===== config.mk =====
export PLATFORM = sky130hd
export DESIGN_NAME = serial_line_value_classifier_flat
export DESIGN_NICKNAME = d
export VERILOG_FILES = /design/src/hdl/slvc_pkg.sv /design/src/hdl/slvc_if.sv /design/src/hdl/slvc_ram.sv /design/src/hdl/serial_line_value_classifier.sv /design/src/flat_wrapper.sv
export SDC_FILE = /design/constraint.sdc
export NUM_CORES = 1
export LEC_CHECK = 0
export ABC_AREA = 0
export BUFFER_PORTS_ARGS = -buffer_cell sky130_fd_sc_hd__buf_4
export CORE_MARGIN = 4
export CORE_UTILIZATION = 50
export DETAILED_ROUTE_END_ITERATION = 8
export HOLD_SLACK_MARGIN = 0.15
export PLACE_DENSITY = 0.66
export SYNTH_ARGS = -nofsm -noshare
export SYNTH_HDL_FRONTEND = slang
export SYNTH_SLANG_ARGS = --single-unit

===== constraint.sdc =====
create_clock -name clk -period 9.8 [get_ports clk]
set_clock_uncertainty 0.2 [all_clocks]
set_input_delay 0 -clock clk [delete_from_list [all_inputs] [get_ports clk]]
set_output_delay 0 -clock clk [all_outputs]
set_load 0.02 [all_outputs]

===== src/hdl/slvc_pkg.sv =====
// Shared types and constants for the serial line value classifier.
package slvc_pkg;

  localparam int MAX_LINE_DEF = 32;

  localparam logic [7:0] CHAR_CR = 8'd13;
  localparam logic [7:0] CHAR_LF = 8'd10;
  localparam logic [7:0] CHAR_0  = 8'd48;
  localparam logic [7:0] CHAR_9  = 8'd57;

  localparam int VALUE_W = 9;
  localparam logic [VALUE_W-1:0] VALUE_MAX = 9'd255;
  localparam logic [VALUE_W-1:0] VALUE_CAP = 9'd256;
  localparam int PROD_W = 12;

  localparam logic [1:0] KIND_VALUE = 2'd0;
  localparam logic [1:0] KIND_CHAR  = 2'd1;
  localparam logic [1:0] KIND_DROP  = 2'd2;

  typedef enum logic {
    ST_COLLECT,
    ST_FLUSH
  } slvc_state_t;

endpackage


===== src/hdl/slvc_if.sv =====
// Valid/ready stream interfaces for the input bytes and the result beats.
interface slvc_in_if;
  logic       valid;
  logic       ready;
  logic [7:0] rx_byte;

  modport source (output valid, output rx_byte, input ready);
  modport sink   (input valid, input rx_byte, output ready);
endinterface

interface slvc_out_if;
  logic       valid;
  logic       ready;
  logic [1:0] result_kind;
  logic [7:0] data_byte;
  logic       last_of_run;

  modport source (output valid, output result_kind, output data_byte, output last_of_run,
                  input ready);
  modport sink   (input valid, input result_kind, input data_byte, input last_of_run,
                  output ready);
endinterface


===== src/hdl/slvc_ram.sv =====
// Generic single-port-write, single-port-read RAM with registered read data.
module slvc_ram #(
  parameter int WIDTH = 8,
  parameter int DEPTH = 31
) (
  input  logic                                    clk,
  input  logic                                    we,
  input  logic [$clog2(DEPTH > 1 ? DEPTH : 2)-1:0] waddr,
  input  logic [WIDTH-1:0]                        wdata,
  input  logic                                    re,
  input  logic [$clog2(DEPTH > 1 ? DEPTH : 2)-1:0] raddr,
  output logic [WIDTH-1:0]                        rdata
);

  logic [WIDTH-1:0] mem [DEPTH];

  always_ff @(posedge clk) begin
    if (we) begin
      mem[waddr] <= wdata;
    end
    if (re) begin
      rdata <= mem[raddr];
    end
  end

endmodule


===== src/hdl/serial_line_value_classifier.sv =====
// Top level: assembles serial bytes into lines and classifies each finished line.
// A value or drop beat is registered and valid in the cycle after its byte is accepted.
// A forwarded line passes the state, store read and output registers, then moves one beat
// per cycle while the output is accepted; input is held off while the line store is read
// out through its single read port. Other bytes are accepted whenever the output is free.
// Reset clears length, value and all handshake state and sets the digit flag; the store is not cleared.
module serial_line_value_classifier
  import slvc_pkg::*;
#(
  parameter int MAX_LINE = MAX_LINE_DEF
) (
  input  logic       clk,
  input  logic       rst_n,
  slvc_in_if.sink    in_bus,
  slvc_out_if.source out_bus
);

  localparam int DEPTH  = MAX_LINE - 1;
  localparam int ADDR_W = $clog2(DEPTH > 1 ? DEPTH : 2);
  localparam int LEN_W  = $clog2(MAX_LINE);
  localparam logic [LEN_W-1:0] LEN_FULL = LEN_W'(DEPTH);

  slvc_state_t        state_r, state_nxt;
  logic [LEN_W-1:0]   len_r, len_nxt;
  logic               digits_r, digits_nxt;
  logic [VALUE_W-1:0] value_r, value_nxt;
  logic [LEN_W-1:0]   rd_idx_r, rd_idx_nxt;
  logic               pend_r, pend_nxt;
  logic               pend_last_r, pend_last_nxt;
  logic               out_valid_r, out_valid_nxt;
  logic [1:0]         out_kind_r, out_kind_nxt;
  logic [7:0]         out_data_r, out_data_nxt;
  logic               out_last_r, out_last_nxt;

  logic               in_ready;
  logic               accept;
  logic               is_term;
  logic               is_digit;
  logic               is_value;
  logic               line_empty;
  logic               line_full;
  logic               out_free;
  logic               load;
  logic               rd_en;
  logic               store_we;
  logic [7:0]         rd_data;
  logic [PROD_W-1:0]  prod;

  assign accept     = in_bus.valid && in_ready;
  assign is_term    = (in_bus.rx_byte == CHAR_CR) || (in_bus.rx_byte == CHAR_LF);
  assign is_digit   = (in_bus.rx_byte >= CHAR_0) && (in_bus.rx_byte <= CHAR_9);
  assign is_value   = digits_r && (value_r <= VALUE_MAX);
  assign line_empty = (len_r == '0);
  assign line_full  = (len_r == LEN_FULL);
  assign out_free   = !out_valid_r || out_bus.ready;
  assign load       = pend_r && out_free;
  assign store_we   = accept && !is_term && !line_full;
  assign prod       = PROD_W'(value_r) * PROD_W'(10)
                    + PROD_W'(4'(in_bus.rx_byte - CHAR_0));

  slvc_ram #(
    .WIDTH (8),
    .DEPTH (DEPTH)
  ) u_line_store (
    .clk   (clk),
    .we    (store_we),
    .waddr (len_r[ADDR_W-1:0]),
    .wdata (in_bus.rx_byte),
    .re    (rd_en),
    .raddr (rd_idx_r[ADDR_W-1:0]),
    .rdata (rd_data)
  );

  always_comb begin
    state_nxt = state_r;
    unique case (state_r)
      ST_COLLECT: begin
        if (accept && is_term && !line_empty && !is_value) begin
          state_nxt = ST_FLUSH;
        end
      end
      ST_FLUSH: begin
        if (load && pend_last_r) begin
          state_nxt = ST_COLLECT;
        end
      end
      default: state_nxt = ST_COLLECT;
    endcase
  end

  always_comb begin
    in_ready = 1'b0;
    rd_en    = 1'b0;
    unique case (state_r)
      ST_COLLECT: begin
        in_ready = out_free;
      end
      ST_FLUSH: begin
        rd_en = (rd_idx_r < len_r) && (!pend_r || load);
      end
      default: begin
        in_ready = 1'b0;
        rd_en    = 1'b0;
      end
    endcase
  end

  // line bookkeeping and flush read pointer
  always_comb begin
    len_nxt       = len_r;
    digits_nxt    = digits_r;
    value_nxt     = value_r;
    rd_idx_nxt    = rd_idx_r;
    pend_nxt      = pend_r;
    pend_last_nxt = pend_last_r;
    if (accept) begin
      if (is_term) begin
        if (!line_empty && is_value) begin
          len_nxt    = '0;
          digits_nxt = 1'b1;
          value_nxt  = '0;
        end
        rd_idx_nxt = '0;
        pend_nxt   = 1'b0;
      end else if (!line_full) begin
        len_nxt = len_r + LEN_W'(1);
        if (!is_digit) begin
          digits_nxt = 1'b0;
        end else if (digits_r) begin
          value_nxt = (prod > PROD_W'(VALUE_CAP)) ? VALUE_CAP : VALUE_W'(prod);
        end
      end else begin
        len_nxt    = '0;
        digits_nxt = 1'b1;
        value_nxt  = '0;
      end
    end
    if (rd_en) begin
      rd_idx_nxt    = rd_idx_r + LEN_W'(1);
      pend_nxt      = 1'b1;
      pend_last_nxt = ((rd_idx_r + LEN_W'(1)) == len_r);
    end else if (load) begin
      pend_nxt = 1'b0;
    end
    if (load && pend_last_r) begin
      len_nxt    = '0;
      digits_nxt = 1'b1;
      value_nxt  = '0;
    end
  end

  // output register
  always_comb begin
    out_valid_nxt = out_valid_r;
    out_kind_nxt  = out_kind_r;
    out_data_nxt  = out_data_r;
    out_last_nxt  = out_last_r;
    if (out_bus.ready) begin
      out_valid_nxt = 1'b0;
    end
    priority if (accept && is_term && !line_empty && is_value) begin
      out_valid_nxt = 1'b1;
      out_kind_nxt  = KIND_VALUE;
      out_data_nxt  = value_r[7:0];
      out_last_nxt  = 1'b1;
    end else if (accept && !is_term && line_full) begin
      out_valid_nxt = 1'b1;
      out_kind_nxt  = KIND_DROP;
      out_data_nxt  = '0;
      out_last_nxt  = 1'b1;
    end else if (load) begin
      out_valid_nxt = 1'b1;
      out_kind_nxt  = KIND_CHAR;
      out_data_nxt  = rd_data;
      out_last_nxt  = pend_last_r;
    end else begin
      out_kind_nxt  = out_kind_r;
    end
  end

  always_ff @(posedge clk) begin
    if (!rst_n) begin
      state_r     <= ST_COLLECT;
      len_r       <= '0;
      digits_r    <= 1'b1;
      value_r     <= '0;
      rd_idx_r    <= '0;
      pend_r      <= 1'b0;
      pend_last_r <= 1'b0;
      out_valid_r <= 1'b0;
    end else begin
      state_r     <= state_nxt;
      len_r       <= len_nxt;
      digits_r    <= digits_nxt;
      value_r     <= value_nxt;
      rd_idx_r    <= rd_idx_nxt;
      pend_r      <= pend_nxt;
      pend_last_r <= pend_last_nxt;
      out_valid_r <= out_valid_nxt;
    end
  end

  always_ff @(posedge clk) begin
    out_kind_r <= out_kind_nxt;
    out_data_r <= out_data_nxt;
    out_last_r <= out_last_nxt;
  end

  assign in_bus.ready        = in_ready;
  assign out_bus.valid       = out_valid_r;
  assign out_bus.result_kind = out_kind_r;
  assign out_bus.data_byte   = out_data_r;
  assign out_bus.last_of_run = out_last_r;

`ifndef SYNTHESIS
  a_len_bound: assert property (@(posedge clk) disable iff (!rst_n)
    len_r <= LEN_FULL)
    else $error("line length beyond store depth");

  a_value_cap: assert property (@(posedge clk) disable iff (!rst_n)
    value_r <= VALUE_CAP)
    else $error("running value above saturation");

  a_pend_flush: assert property (@(posedge clk) disable iff (!rst_n)
    pend_r |-> (state_r == ST_FLUSH))
    else $error("pending store read outside flush");

  a_flush_nonempty: assert property (@(posedge clk) disable iff (!rst_n)
    (state_r == ST_FLUSH) |-> !line_empty)
    else $error("flush of an empty line");
`endif

endmodule

===== src/flat_wrapper.sv =====
// flat-port wrapper written by rule: the top's interface ports become plain ports
module serial_line_value_classifier_flat import slvc_pkg::*;
#(
  parameter int MAX_LINE = MAX_LINE_DEF
)
  (clk, rst_n, in_bus_valid, in_bus_rx_byte, in_bus_ready, out_bus_valid, out_bus_result_kind, out_bus_data_byte, out_bus_last_of_run, out_bus_ready);
  slvc_in_if in_bus_i ();
  slvc_out_if out_bus_i ();
  input  logic clk;
  input  logic rst_n;
  input wire logic [$bits(in_bus_i.valid)-1:0] in_bus_valid;
  input wire logic [$bits(in_bus_i.rx_byte)-1:0] in_bus_rx_byte;
  output wire logic [$bits(in_bus_i.ready)-1:0] in_bus_ready;
  output wire logic [$bits(out_bus_i.valid)-1:0] out_bus_valid;
  output wire logic [$bits(out_bus_i.result_kind)-1:0] out_bus_result_kind;
  output wire logic [$bits(out_bus_i.data_byte)-1:0] out_bus_data_byte;
  output wire logic [$bits(out_bus_i.last_of_run)-1:0] out_bus_last_of_run;
  input wire logic [$bits(out_bus_i.ready)-1:0] out_bus_ready;
  assign in_bus_i.valid = in_bus_valid;
  assign in_bus_i.rx_byte = in_bus_rx_byte;
  assign in_bus_ready = in_bus_i.ready;
  assign out_bus_valid = out_bus_i.valid;
  assign out_bus_result_kind = out_bus_i.result_kind;
  assign out_bus_data_byte = out_bus_i.data_byte;
  assign out_bus_last_of_run = out_bus_i.last_of_run;
  assign out_bus_i.ready = out_bus_ready;
  serial_line_value_classifier #(.MAX_LINE(MAX_LINE)) u_core (.clk(clk), .rst_n(rst_n), .in_bus(in_bus_i), .out_bus(out_bus_i));
endmodule

==> flow_summary.toml <==
[global_routing]
grt_pass1_vias = 6625
antenna_found_initial = 0
grt_overflow = 0
grtUsageTotal_pct = 19.45
grt_start_max_net_pins = 65
grt_pass1_wl_um = 39810

[route]
drt_iter0_drc = 652
drc = 0
top_layer_used = "met4"
met2_length_um = 11700
vias = 6517
wl_met1_um = 11630
wl_met3_um = 1690
drtPass1Iterations = 5
drt_wl_total_um = 25610
wl_per_cell_um = 23.33
routed_via_density = 5.935
drtAntennaViolNets = 0

[hold_path]
hold_class = "in -> reg"

[clock_network]
cts_tree = "done"
clkLatencyLatePin_ns = 0.55
clock_tree.root_cell = "clkbuf_16"
ctsResizeCount = 0
ctsHoldBuffers = 20
numCtsBuffers = 30
cts.sinks = 291
cts_max_path_buffers = 3
cts_setup_buffers = 0
clk_pin_slew_ns = 0.06
htree_num_levels = 1

[yosys]
synthSimpleGateAreaFrac_pct = 5.567
synth_edf_count = 264
synth-seq-area-share_pct = 68.63
synth.distinct_cells = 63
syn_inst = 699
yosys-top-cells-area = "edfxtp_1 (64%), mux4_2 (13%), dfxtp_1 (4.4%), ha_1 (2.8%), nor2_1 (1.4%)"
netlist_area_mm2 = 0.01234
ys_ff_latch = 291
muxShareOfSynthArea_pct = 14.78
synth_xor_area_share_pct = 1.491
synth_top_family_by_area = "multiplexers"
synth_top_area_share_pct = 64.25
synthArstFlopShare_pct = 0
synth-compound-area-share_pct = 4.867
synthAdderAreaFrac_pct = 3.164
avgSynthCellArea_um2 = 17.65
ys.flop_type = "edfxtp_1"
synthesis.nets = 741
yosysTopAreaCell = "edfxtp_1"
yosys_warnings = 0

[timing]
hold_ws_ns = 0.2570
report.final.setup_viol = 0
maxSlewHeadroom_pct = 29.66
tns_ns = 0
rsz0062_at_grt = "false"
final_hold_viol_count = 0
tightest_slew_ns = 1.054
fmax_mhz = 270.3
min_period_over_period_pct = 37.75
fin_crit_ns = 3.700
setup_ws_ns = 6.100
final_max_slew_viol_count = 0

[die]
rows = 57
dieWidth_um = 165.1
initial_core_util_pct = 50.74
die_area_mm2 = 0.02726
core_mm2 = 0.02432
fp.dieH_um = 165.1
io_pins = 25

[placed_design]
dp_hpwl_um = 16500
port_buffers = 24
pre_cts_slack_ns = 6.151
place_congestion = 0.8584

[setup_path]
path_max_fanout = 8
end_kind = "flip-flop"
crit_type = "reg -> reg"
required_ns = 10.10
start_kind = "flip-flop"
cp.arrival_ns = 4.00

[cells_and_area]
syn_to_final_growth_pct = 13.59
nFillCells = 1813
antenna_cells = 0
num-nets-final = 793
seqCellArea_mm2 = 0.008473
final_common_cell = "edfxtp_1"
drive_gt1_share_pct = 21.06
multiInputGateArea_mm2 = 0.003686
layout_common_cells = "edfxtp_1 (264), mux4_2 (72), nor2_1 (46), clkbuf_16 (30), nand2_1 (29)"

[power]
p_seq_share_pct = 53.3
pwr-share-comb_pct = 2.7
p_per_area_mw_per_mm2 = 182.6
p_leak_nw = 4.507
clkPwrFrac_pct = 44.1
swShare_pct = 19.87
peakVddDrop_v = 0.0001373
switching_power_mw = 0.5086
intPower_mw = 2.051

[flow_run]
maxCapViolations = 0

[status]
status = "finished clean"
[metrics by stage]
| step | utilization, % | instances | power [mW] | cell area [µm²] |
|---|---|---|---|---|
| 2_1_floorplan | - | 699 | 1.419 | 12340 |
| 3_3_place_gp | 52.76 | 1023 | 1.449 | 12830 |
| 3_5_place_dp | 52.76 | 1023 | 1.453 | 12830 |
| 4_1_cts | 57.63 | 1098 | 2.580 | 14020 |
| 5_1_grt | 57.63 | 1098 | 2.646 | 14020 |
| 6_report | 57.63 | 1098 | 2.560 | 14020 |
[worst paths after layout]
check                                                      from  slack [ns]                                 endpoint  depth (start not counted)
worst min register to register  u_core.pend_last_r$_SDFFE_PN0P_        0.27          u_core.pend_last_r$_SDFFE_PN0P_                          2
worst max register to register   u_core.value_r[1]$_SDFFE_PP0P_        6.10           u_core.value_r[1]$_SDFFE_PP0P_                         11
worst max-delay path             u_core.value_r[1]$_SDFFE_PP0P_        6.10           u_core.value_r[1]$_SDFFE_PP0P_                         11
worst min-delay path                          in_bus_rx_byte[5]        0.26  u_core.u_line_store.mem[5][5]$_DFFE_PP_                          2
[power groups by stage]
stage,logic (mW),clock network (mW),registers [mW]
after detailed placement,0.0627,0,1.39
after floorplan,0.0287,0,1.39
final,0.0679,1.13,1.36
after global routing,0.0746,1.21,1.36
after global placement,0.0595,0,1.39
after CTS,0.0682,1.15,1.36
[metal layers]
metal  vias to the layer above  GRT usage, %
met4                         0         4.839
met5                         -             0
met2                       233         29.57
li1                       2919             -
met3                        39         3.624
met1                      3326         29.50
[worst max-delay path: stages (launching register included)]
cell and delay, ns:
dfxtp_1 0.43, ha_1 0.27, ha_1 0.21, inv_1 0.07, fa_1 0.45, nand2b_1 0.19, or2_1 0.28, nor3_1 0.31
nand3_1 0.18, a2bb2oi_1 0.23, a2111oi_4 0.60, a22o_1 0.21
[cell families after synthesis]
kind of cell,Yosys count
flip-flops,291
AND/OR/NAND/NOR,139
multiplexers,91
AO/OA/AOI/OAI,83
buffers and inverters,44
adder cells (fa/ha/maj),30
XOR/XNOR,21
[synth_stat cells (3+ instances only)]
library cell  instances
edfxtp_1            264
mux4_2               72
nor2_1               46
nand2_1              29
ha_1                 28
dfxtp_1              27
clkbuf_1             18
nand3_1              18
o21ai_0              18
a22o_1               16
inv_1                16
a21oi_1              15
xnor2_1              13
mux2_2               10
mux2i_1               9
xor2_1                8
nand2b_1              7
o21a_1                7
nor4_1                6
nor2b_1               5
nor3_1                5
buf_2                 4
and3_1                3
nand3b_1              3
nor3b_1               3
[sequential cells by signal, indices dropped and copies added (netlist names)]
register,flops
u_core.u_line_store.mem,248
u_core.pend_r,1
u_core.pend_last_r,1
u_core.value_r,9
u_core.out_bus.valid,1
u_core.rd_idx_r,5
u_core.state_r,1
u_core.u_line_store.rdata,8
u_core.out_bus.last_of_run,1
u_core.len_r,5
u_core.out_bus.result_kind,2
u_core.digits_r,1
u_core.out_bus.data_byte,8
[cell type report]
type                    instances  area share (%)
well taps                     324           2.892
clock buffers                  35           5.490
flip-flops and latches        291           60.45
clock inverters                20           1.535
multi-input cells             364           26.30
repair buffers                 47           2.874
inverters                      17          0.4553
No activity file was read; power rests on OpenSTA's default activity.
